==> src/rtl/mlv_pkg.sv <==
// Shared types and constants for the manifest line validator.
// Depends on nothing; imported by manifest_line_validator_top and its testbench.
`default_nettype none

package mlv_pkg;

    // Width of the saturating count of accepted lines.
    localparam int ENTRY_COUNT_BITS = 32;

    typedef logic [7:0]                  byte_t;
    typedef logic [63:0]                 u64_t;
    typedef logic [ENTRY_COUNT_BITS-1:0] count_t;

    localparam count_t COUNT_MAX = {ENTRY_COUNT_BITS{1'b1}};

    // Characters that the parser looks for.
    localparam byte_t CH_F     = 8'h46;
    localparam byte_t CH_D     = 8'h44;
    localparam byte_t CH_COLON = 8'h3A;
    localparam byte_t CH_SLASH = 8'h2F;
    localparam byte_t CH_BSL   = 8'h5C;
    localparam byte_t CH_NL    = 8'h0A;
    localparam byte_t CH_SPACE = 8'h20;
    localparam byte_t CH_DOT   = 8'h2E;
    localparam byte_t CH_0     = 8'h30;
    localparam byte_t CH_9     = 8'h39;
    localparam byte_t CH_LA    = 8'h61;
    localparam byte_t CH_LF    = 8'h66;

    // Exact number of hex digits a file hash must have.
    localparam u64_t HASH_DIGITS = 64'd64;

    // Position within a manifest line.
    typedef enum logic [3:0] {
        PH_KIND  = 4'd0,
        PH_SP1   = 4'd1,
        PH_PLEN0 = 4'd2,
        PH_PLEN  = 4'd3,
        PH_PATH  = 4'd4,
        PH_SP2   = 4'd5,
        PH_SIZE0 = 4'd6,
        PH_SIZE  = 4'd7,
        PH_HLEN0 = 4'd8,
        PH_HLEN  = 4'd9,
        PH_HASH  = 4'd10,
        PH_EOL   = 4'd11
    } phase_t;

    // Result status codes.
    typedef enum logic [1:0] {
        ST_PENDING = 2'd0,
        ST_LINE    = 2'd1,
        ST_OK      = 2'd2,
        ST_REJECT  = 2'd3
    } status_t;

    // Hash length classes.
    typedef enum logic [1:0] {
        HCLS_EMPTY = 2'd0,
        HCLS_64    = 2'd1,
        HCLS_OTHER = 2'd2
    } hcls_t;

endpackage

`default_nettype wire

==> src/rtl/manifest_line_validator_top.sv <==
// Manifest line validator: byte-serial parser with input and result registers.
// Depends on mlv_pkg.
//
// Usage
//   The s_ channel carries one byte of manifest text per word in s_tdata[7:0];
//   s_tlast marks the final byte of a manifest. Every accepted byte yields
//   exactly one result word on the m_ channel: m_tuser gives the status
//   (pending, line accepted, manifest accepted, manifest rejected) and the
//   directory flag, m_tdata the size, declared path length and entry count.
//   The byte passes through the input register and is then parsed into the
//   result register; a stall on the result channel can hold the byte in the
//   input register between the two.
//   Throughput is one byte per cycle while m_tready stays high; the parser state
//   update is a single pass per byte, bounded by the 68-bit multiply-by-ten-and-add.
//   When the receiver stalls, the result register holds its word and the
//   input register fills; s_tready then falls until m_tready returns.
//   After the final byte the parser returns to its reset state, so the next
//   byte starts a new manifest. Reset (aresetn low, synchronous) empties both
//   registers and clears the parser state and line count.
`default_nettype none

module manifest_line_validator_top (
    input  wire logic           aclk,
    input  wire logic           aresetn,
    // Input channel
    input  wire logic           s_tvalid,
    output logic                s_tready,
    input  wire logic [7:0]     s_tdata,   // [7:0] data_byte
    input  wire logic           s_tlast,   // last_byte
    // Result channel
    output logic                m_tvalid,
    input  wire logic           m_tready,
    output logic [159:0]        m_tdata,   // [63:0] line_size, [127:64] line_path_length,
                                           // [159:128] entry_count
    output logic [2:0]          m_tuser    // [1:0] status, [2] line_is_directory
);
    import mlv_pkg::*;

    // Pipeline control and payload.
    logic    in_valid_reg, in_valid_next;
    byte_t   in_data_reg;
    logic    in_last_reg;
    logic    m_valid_reg, m_valid_next;
    status_t m_status_reg;
    logic    m_dir_reg;
    u64_t    m_size_reg;
    u64_t    m_plen_reg;
    logic [31:0] m_count_reg;
    logic    advance;

    // Parser state.
    phase_t  phase_reg, phase_next;
    u64_t    acc_reg, acc_next;
    u64_t    rem_reg, rem_next;
    u64_t    size_reg, size_next;
    u64_t    plen_reg, plen_next;
    logic [1:0] cls_reg, cls_next;
    logic    dots_reg, dots_next;
    logic    dir_reg, dir_next;
    hcls_t   hcls_reg, hcls_next;
    logic    hok_reg, hok_next;
    logic    err_reg, err_next;
    count_t  cnt_reg, cnt_next;

    // Result of the current byte.
    status_t res_status;
    logic    res_dir;
    u64_t    res_size;
    u64_t    res_plen;
    count_t  res_cnt;

    // Shared arithmetic on the current byte.
    byte_t       c;
    logic [3:0]  digit_val;
    logic [67:0] acc_sum;
    logic        acc_ovf;
    logic        is_digit;
    logic        is_hex;
    u64_t        rem_dec;
    logic        rem_is_one;

    // True if closing a component of this class makes the path unsafe.
    function automatic logic bad_component(input logic [1:0] cls, input logic dots);
        bad_component = (cls == 2'd0) || (dots && ((cls == 2'd1) || (cls == 2'd2)));
    endfunction

    // Handshake: the byte moves on when the result register is free or draining.
    assign advance  = in_valid_reg && (!m_valid_reg || m_tready);
    assign s_tready = !in_valid_reg || advance;

    always_comb begin
        in_valid_next = in_valid_reg;
        if (s_tvalid && s_tready) begin
            in_valid_next = 1'b1;
        end else if (advance) begin
            in_valid_next = 1'b0;
        end
    end

    always_comb begin
        m_valid_next = m_valid_reg;
        if (advance) begin
            m_valid_next = 1'b1;
        end else if (m_tready) begin
            m_valid_next = 1'b0;
        end
    end

    // Digit accumulation: acc * 10 + d with the carry-out flagging overflow.
    assign c          = in_data_reg;
    assign digit_val  = c[3:0];
    assign is_digit   = (c >= CH_0) && (c <= CH_9);
    assign is_hex     = is_digit || ((c >= CH_LA) && (c <= CH_LF));
    assign acc_sum    = {1'b0, acc_reg, 3'b000} + {3'b000, acc_reg, 1'b0} + {64'd0, digit_val};
    assign acc_ovf    = |acc_sum[67:64];
    assign rem_dec    = rem_reg - 64'd1;
    assign rem_is_one = (rem_reg == 64'd1);

    // Parser step for one byte, then the verdict on the final byte.
    always_comb begin
        logic done;
        done       = 1'b0;
        phase_next = phase_reg;
        acc_next   = acc_reg;
        rem_next   = rem_reg;
        size_next  = size_reg;
        plen_next  = plen_reg;
        cls_next   = cls_reg;
        dots_next  = dots_reg;
        dir_next   = dir_reg;
        hcls_next  = hcls_reg;
        hok_next   = hok_reg;
        err_next   = err_reg;
        cnt_next   = cnt_reg;

        if (!err_reg) begin
            case (phase_reg)
                PH_KIND: begin
                    if ((c == CH_F) || (c == CH_D)) begin
                        dir_next   = (c == CH_D);
                        phase_next = PH_SP1;
                    end else begin
                        err_next = 1'b1;
                    end
                end
                PH_SP1, PH_SP2: begin
                    if (c != CH_SPACE) begin
                        err_next = 1'b1;
                    end else begin
                        acc_next   = '0;
                        phase_next = (phase_reg == PH_SP1) ? PH_PLEN0 : PH_SIZE0;
                    end
                end
                PH_PLEN0, PH_SIZE0, PH_HLEN0: begin
                    if (!is_digit) begin
                        err_next = 1'b1;
                    end else begin
                        if (acc_ovf) begin
                            err_next = 1'b1;
                        end else begin
                            acc_next = acc_sum[63:0];
                        end
                        phase_next = phase_t'(phase_reg + 4'd1);
                    end
                end
                PH_PLEN: begin
                    if (is_digit) begin
                        if (acc_ovf) begin
                            err_next = 1'b1;
                        end else begin
                            acc_next = acc_sum[63:0];
                        end
                    end else if ((c != CH_COLON) || (acc_reg == '0)) begin
                        err_next = 1'b1;
                    end else begin
                        plen_next  = acc_reg;
                        rem_next   = acc_reg;
                        cls_next   = 2'd0;
                        dots_next  = 1'b1;
                        phase_next = PH_PATH;
                    end
                end
                PH_PATH: begin
                    if ((c == CH_NL) || (c == CH_BSL)) begin
                        err_next = 1'b1;
                    end else begin
                        // A slash ends the current component.
                        if (c == CH_SLASH) begin
                            if (bad_component(cls_next, dots_next)) begin
                                err_next = 1'b1;
                            end
                            cls_next  = 2'd0;
                            dots_next = 1'b1;
                        end else begin
                            if (cls_next != 2'd3) begin
                                cls_next = cls_next + 2'd1;
                            end
                            if (c != CH_DOT) begin
                                dots_next = 1'b0;
                            end
                        end
                        rem_next = rem_dec;
                        // The end of the field ends the final component.
                        if (rem_is_one) begin
                            if (bad_component(cls_next, dots_next)) begin
                                err_next = 1'b1;
                            end
                            cls_next   = 2'd0;
                            dots_next  = 1'b1;
                            phase_next = PH_SP2;
                        end
                    end
                end
                PH_SIZE: begin
                    if (is_digit) begin
                        if (acc_ovf) begin
                            err_next = 1'b1;
                        end else begin
                            acc_next = acc_sum[63:0];
                        end
                    end else if (c != CH_SPACE) begin
                        err_next = 1'b1;
                    end else begin
                        size_next  = acc_reg;
                        acc_next   = '0;
                        phase_next = PH_HLEN0;
                    end
                end
                PH_HLEN: begin
                    if (is_digit) begin
                        if (acc_ovf) begin
                            err_next = 1'b1;
                        end else begin
                            acc_next = acc_sum[63:0];
                        end
                    end else if (c != CH_COLON) begin
                        err_next = 1'b1;
                    end else begin
                        if (acc_reg == '0) begin
                            hcls_next  = HCLS_EMPTY;
                            phase_next = PH_EOL;
                        end else begin
                            hcls_next  = (acc_reg == HASH_DIGITS) ? HCLS_64 : HCLS_OTHER;
                            phase_next = PH_HASH;
                        end
                        hok_next = 1'b1;
                        rem_next = acc_reg;
                    end
                end
                PH_HASH: begin
                    if (c == CH_NL) begin
                        err_next = 1'b1;
                    end else begin
                        if (!is_hex) begin
                            hok_next = 1'b0;
                        end
                        rem_next = rem_dec;
                        if (rem_is_one) begin
                            phase_next = PH_EOL;
                        end
                    end
                end
                PH_EOL: begin
                    if (c != CH_NL) begin
                        err_next = 1'b1;
                    end else if (dir_reg && ((size_reg != '0) || (hcls_reg != HCLS_EMPTY))) begin
                        err_next = 1'b1;
                    end else if (!dir_reg && ((hcls_reg != HCLS_64) || !hok_reg)) begin
                        err_next = 1'b1;
                    end else begin
                        if (cnt_reg != COUNT_MAX) begin
                            cnt_next = cnt_reg + count_t'(1);
                        end
                        phase_next = PH_KIND;
                        done       = 1'b1;
                    end
                end
                default: begin
                    err_next = 1'b1;
                end
            endcase
        end

        // Result for this byte, taken from the updated state.
        res_status = done ? ST_LINE : ST_PENDING;
        if (in_last_reg) begin
            res_status = (!err_next && (phase_next == PH_KIND) && (cnt_next != '0))
                         ? ST_OK : ST_REJECT;
        end
        if ((res_status == ST_LINE) || (res_status == ST_OK)) begin
            res_dir  = dir_next;
            res_size = size_next;
            res_plen = plen_next;
        end else begin
            res_dir  = 1'b0;
            res_size = '0;
            res_plen = '0;
        end
        res_cnt = cnt_next;

        // The final byte returns the parser to its reset state.
        if (in_last_reg) begin
            phase_next = PH_KIND;
            acc_next   = '0;
            rem_next   = '0;
            size_next  = '0;
            plen_next  = '0;
            cls_next   = 2'd0;
            dots_next  = 1'b1;
            dir_next   = 1'b0;
            hcls_next  = HCLS_EMPTY;
            hok_next   = 1'b1;
            err_next   = 1'b0;
            cnt_next   = '0;
        end
    end

    // Control and parser state registers.
    always_ff @(posedge aclk) begin
        if (!aresetn) begin
            in_valid_reg <= 1'b0;
            m_valid_reg  <= 1'b0;
            phase_reg    <= PH_KIND;
            acc_reg      <= '0;
            rem_reg      <= '0;
            size_reg     <= '0;
            plen_reg     <= '0;
            cls_reg      <= 2'd0;
            dots_reg     <= 1'b1;
            dir_reg      <= 1'b0;
            hcls_reg     <= HCLS_EMPTY;
            hok_reg      <= 1'b1;
            err_reg      <= 1'b0;
            cnt_reg      <= '0;
        end else begin
            in_valid_reg <= in_valid_next;
            m_valid_reg  <= m_valid_next;
            if (advance) begin
                phase_reg <= phase_next;
                acc_reg   <= acc_next;
                rem_reg   <= rem_next;
                size_reg  <= size_next;
                plen_reg  <= plen_next;
                cls_reg   <= cls_next;
                dots_reg  <= dots_next;
                dir_reg   <= dir_next;
                hcls_reg  <= hcls_next;
                hok_reg   <= hok_next;
                err_reg   <= err_next;
                cnt_reg   <= cnt_next;
            end
        end
    end

    // Input word register.
    always_ff @(posedge aclk) begin
        if (s_tvalid && s_tready) begin
            in_data_reg <= s_tdata;
            in_last_reg <= s_tlast;
        end
    end

    // Result word register.
    always_ff @(posedge aclk) begin
        if (advance) begin
            m_status_reg <= res_status;
            m_dir_reg    <= res_dir;
            m_size_reg   <= res_size;
            m_plen_reg   <= res_plen;
            m_count_reg  <= 32'(res_cnt);
        end
    end

    assign m_tvalid = m_valid_reg;
    assign m_tuser  = {m_dir_reg, m_status_reg};
    assign m_tdata  = {m_count_reg, m_plen_reg, m_size_reg};

endmodule

`default_nettype wire

==> config.mk <==
export PLATFORM = sky130hd
export DESIGN_NAME = manifest_line_validator_top
export DESIGN_NICKNAME = d
export VERILOG_FILES = /design/src/rtl/mlv_pkg.sv /design/src/rtl/manifest_line_validator_top.sv
export SDC_FILE = /design/constraint.sdc
export NUM_CORES = 2
export LEC_CHECK = 0
export BUFFER_PORTS_ARGS = -buffer_cell sky130_fd_sc_hd__buf_2
export CAP_MARGIN = 10
export CORE_MARGIN = 5
export CORE_UTILIZATION = 40
export CTS_CLUSTER_SIZE = 28
export DETAILED_ROUTE_END_ITERATION = 10
export SYNTH_ARGS = -nofsm -noshare
export SYNTH_HDL_FRONTEND = slang
export SYNTH_SLANG_ARGS = --single-unit
==> constraint.sdc <==
create_clock -name aclk -period 7.35 [get_ports aclk]
set_input_delay 0.3675 -clock aclk [delete_from_list [all_inputs] [get_ports aclk]]
set_output_delay 0.3675 -clock aclk [all_outputs]
set_load 0.01 [all_outputs]
==> metrics.txt <==
CTS tree=done; Max Slew Vio Count=0; worst path arrival time=6650 ps; Final Skew=28.8 ps; detailed-route DRC error count=0; critical-path maximum fanout=37; minimum clock period after layout=6110 ps; R2R depth=16; first-pass GRT wire length=155 mm; # H-tree levels=2; r2r setup slk=1240 ps; Worst VDD drop=206 uV; number of setup buffers added after CTS=0; clock sink count=474; HP Start=s_tvalid; clock tree buffer depth=3; outcome=finished, final reports clean; Hold EP=in_valid_reg; WS Path Type=reg -> reg; post-synthesis cell count=3476; pre-CTS setup slack=1350 ps; ANT nets after route=0; worst hold slack=32.3 ps; Synth area leader=dfxtp_1; synth top area cells=dfxtp_1 (21%), edfxtp_1 (18%), nand2_1 (6.1%); fmax=0.164 GHz; Synth Flop Type=dfxtp_1; Area growth syn-to-layout=11.0%; Vias/cell=6.07; CTS Buf Count=52; placed wire-length estimate=67.6 mm; Slowest-stage cell, CP=nand2_2; post-synthesis simple-gate area fraction=0.225; post-synthesis sequential area ratio=0.384; Post-Layout Cell Count=4466; most frequent cells in the layout=nand2_1 (472), dfxtp_1 (302), a21oi_1 (283), nor2_1 (210), nor2b_1 (207); critical path data required time=7890 ps; Hold Path Depth=3; largest family of logic cells by synthesized area=compound AO/OA/AOI/OAI gates; Core Area=72700 um^2; Final setup viols=0; vias in the first global route=24911; synth warn=0; TNS Setup=0 ps; Post-Synth XOR/XNOR Area=0.0312; antenna violations before repair=1; Syn Nets=3629; startpoint types=register; HP Class=in -> reg; number of flops mapped to enable cells by yosys=172; Adder-Cell Fraction of Synth Area=0.0605; commonest non-fill, non-tap cell in the layout=nand2_1; RSZ-0062 raised after global routing=no; Inst Count DP=4358; Post-Syn Area=29200 um^2; CTS resizes=0; Via Count=27115; DIE HEIGHT=280 um; PD cells=181 nW/um^2; CP max stage delay=700 ps; grt total ovfl=0; mean post-synth cell area=8.40 um^2; Yosys top cell area share=0.207; Starting Density=0.402; P_leak=0.0110 uW; slack of the critical path=1240 ps; Worst Setup End Kind=register; IO Port Bufs=177; site row count=99; worst slew pin tran=1430 ps; Ports=178; Final GP Congestion=0.960; wire per inst=22.7 um; Max Cap Viol=0; clk slew on worst S/H paths=60 ps; FF-to-FF Start=acc_reg[0]; Clk Latency, worst-skew pair=620 ps; DIE AREA=78500 um^2; largest net degree at the start of global routing=101; ys async rst share=0; CTS root buf=clkbuf_16; post-synth cell types=93; Hold Vio Cnt, Final=0; gr usage total=0.247; net count reported at finish=3616; Routed WL=101 mm; Slew headroom=0.0380; Die W=280 um; crit-path cells=inv_1 > fa_1 > inv_1 > fa_1 > a211oi_1 > o21ai_0 > o311ai_2 > a21oi_2 > a211oi_2 > o21ai_1 > a211oi_2 > nand2_2 > buf_4 > a2111oi_0 > o21ai_0 > a21oi_1; fin crit share=0.832; layout cell share with drive strength beyond 1=0.144; reg2reg end=acc_reg[31]; Final Core Density=0.446; n_diodes=0; post-synthesis mux area share=0.00261; drt first pass iters=6; initial drt markers=3002; Yosys reg bits=474; area fraction in compound gates after synthesis=0.246
worst max path at each step:
stage | start | to | slack (ps) | depth (start not counted)
floorplan | m_tvalid | cnt_reg[22] | 630 | 9
global placement | acc_reg[0] | acc_reg[31] | 1340 | 16
detailed placement | acc_reg[0] | acc_reg[32] | 1350 | 16
CTS | acc_reg[0] | acc_reg[32] | 1300 | 16
global route | acc_reg[0] | acc_reg[20] | 810 | 16
finish | acc_reg[0] | acc_reg[31] | 1240 | 16
critical path: cells and delay by family (launching register included):
family | cells | cell delay (ps)
and+or+nand+nor | 1 | 700
buffers and inverters | 3 | 630
adders and majority gates | 2 | 1010
DFF | 1 | 670
AOI/OAI and AO/OA | 10 | 3020
synthesized netlist by cell type (8+ instances only):
| library cell | instances |
|---|---|
| buf_1 | 8 |
| and3_1 | 24 |
| o21ai_1 | 8 |
| nor3_1 | 115 |
| xor2_1 | 56 |
| o221a_2 | 14 |
| and4_1 | 9 |
| nor4_1 | 65 |
| xnor2_1 | 48 |
| ha_1 | 138 |
| nand3_1 | 52 |
| buf_6 | 14 |
| buf_2 | 21 |
| o21ai_0 | 184 |
| nor2_1 | 214 |
| o21bai_1 | 12 |
| inv_1 | 43 |
| a21o_1 | 18 |
| nand2_1 | 475 |
| a21boi_0 | 22 |
| a211oi_1 | 18 |
| a21oi_1 | 283 |
| a311oi_1 | 20 |
| nand2b_1 | 12 |
| o31ai_1 | 55 |
| edfxtp_1 | 172 |
| a21oi_2 | 112 |
| clkbuf_1 | 267 |
| a31oi_1 | 13 |
| or4_1 | 14 |
| a22oi_1 | 180 |
| dfxtp_1 | 302 |
| o21a_1 | 15 |
| nor2b_1 | 207 |
| nand4_1 | 55 |
| and2_1 | 15 |
| o211ai_1 | 24 |
| or3_1 | 27 |
area by class of cell:
type | count | area [um^2]
fill | 7157 | 40300
multi-input combinational | 2646 | 16600
sequential | 474 | 11200
timing repair buffer | 246 | 1480
clock buffer | 69 | 1440
tap | 959 | 1200
clock inverter | 29 | 294
inverter | 43 | 169
logic make-up after synthesis:
family,Yosys count
AND/OR/NAND/NOR,1328
multiplexers,7
AO/OA/AOI/OAI,1067
flip-flops,474
buffers and inverters,356
XOR/XNOR,104
adder cells (fa/ha/maj),140
metal layers:
metal	up-vias	part of all wire	GRT usage
li1	12663	-	-
met1	13132	0.46	0.368
met2	1151	0.43	0.371
met3	167	0.085	0.0374
met4	2	0.031	0.0700
met5	-	0.00088	0.00794
per-stage QoR:
stage / area (um^2) / power, uW
6_report: 32400 / 5870
5_1_grt: 32400 / 6060
4_1_cts: 32400 / 5910
3_5_place_dp: 30600 / 3230
3_3_place_gp: 30600 / 3240
2_1_floorplan: 29200 / 3090
report_power, final:
part	total (uW)	switching, uW	internal, uW
Sequential	2810	40.4	2770
Combinational	376	257	119
Clock	2690	1160	1530
what timing repair did:
action	4_1_cts	5_1_grt
hold endpoints to repair	9	0
hold buffers	9	0
endpoints found under the setup margin	0	0
(Power assumes the default switching activity.)
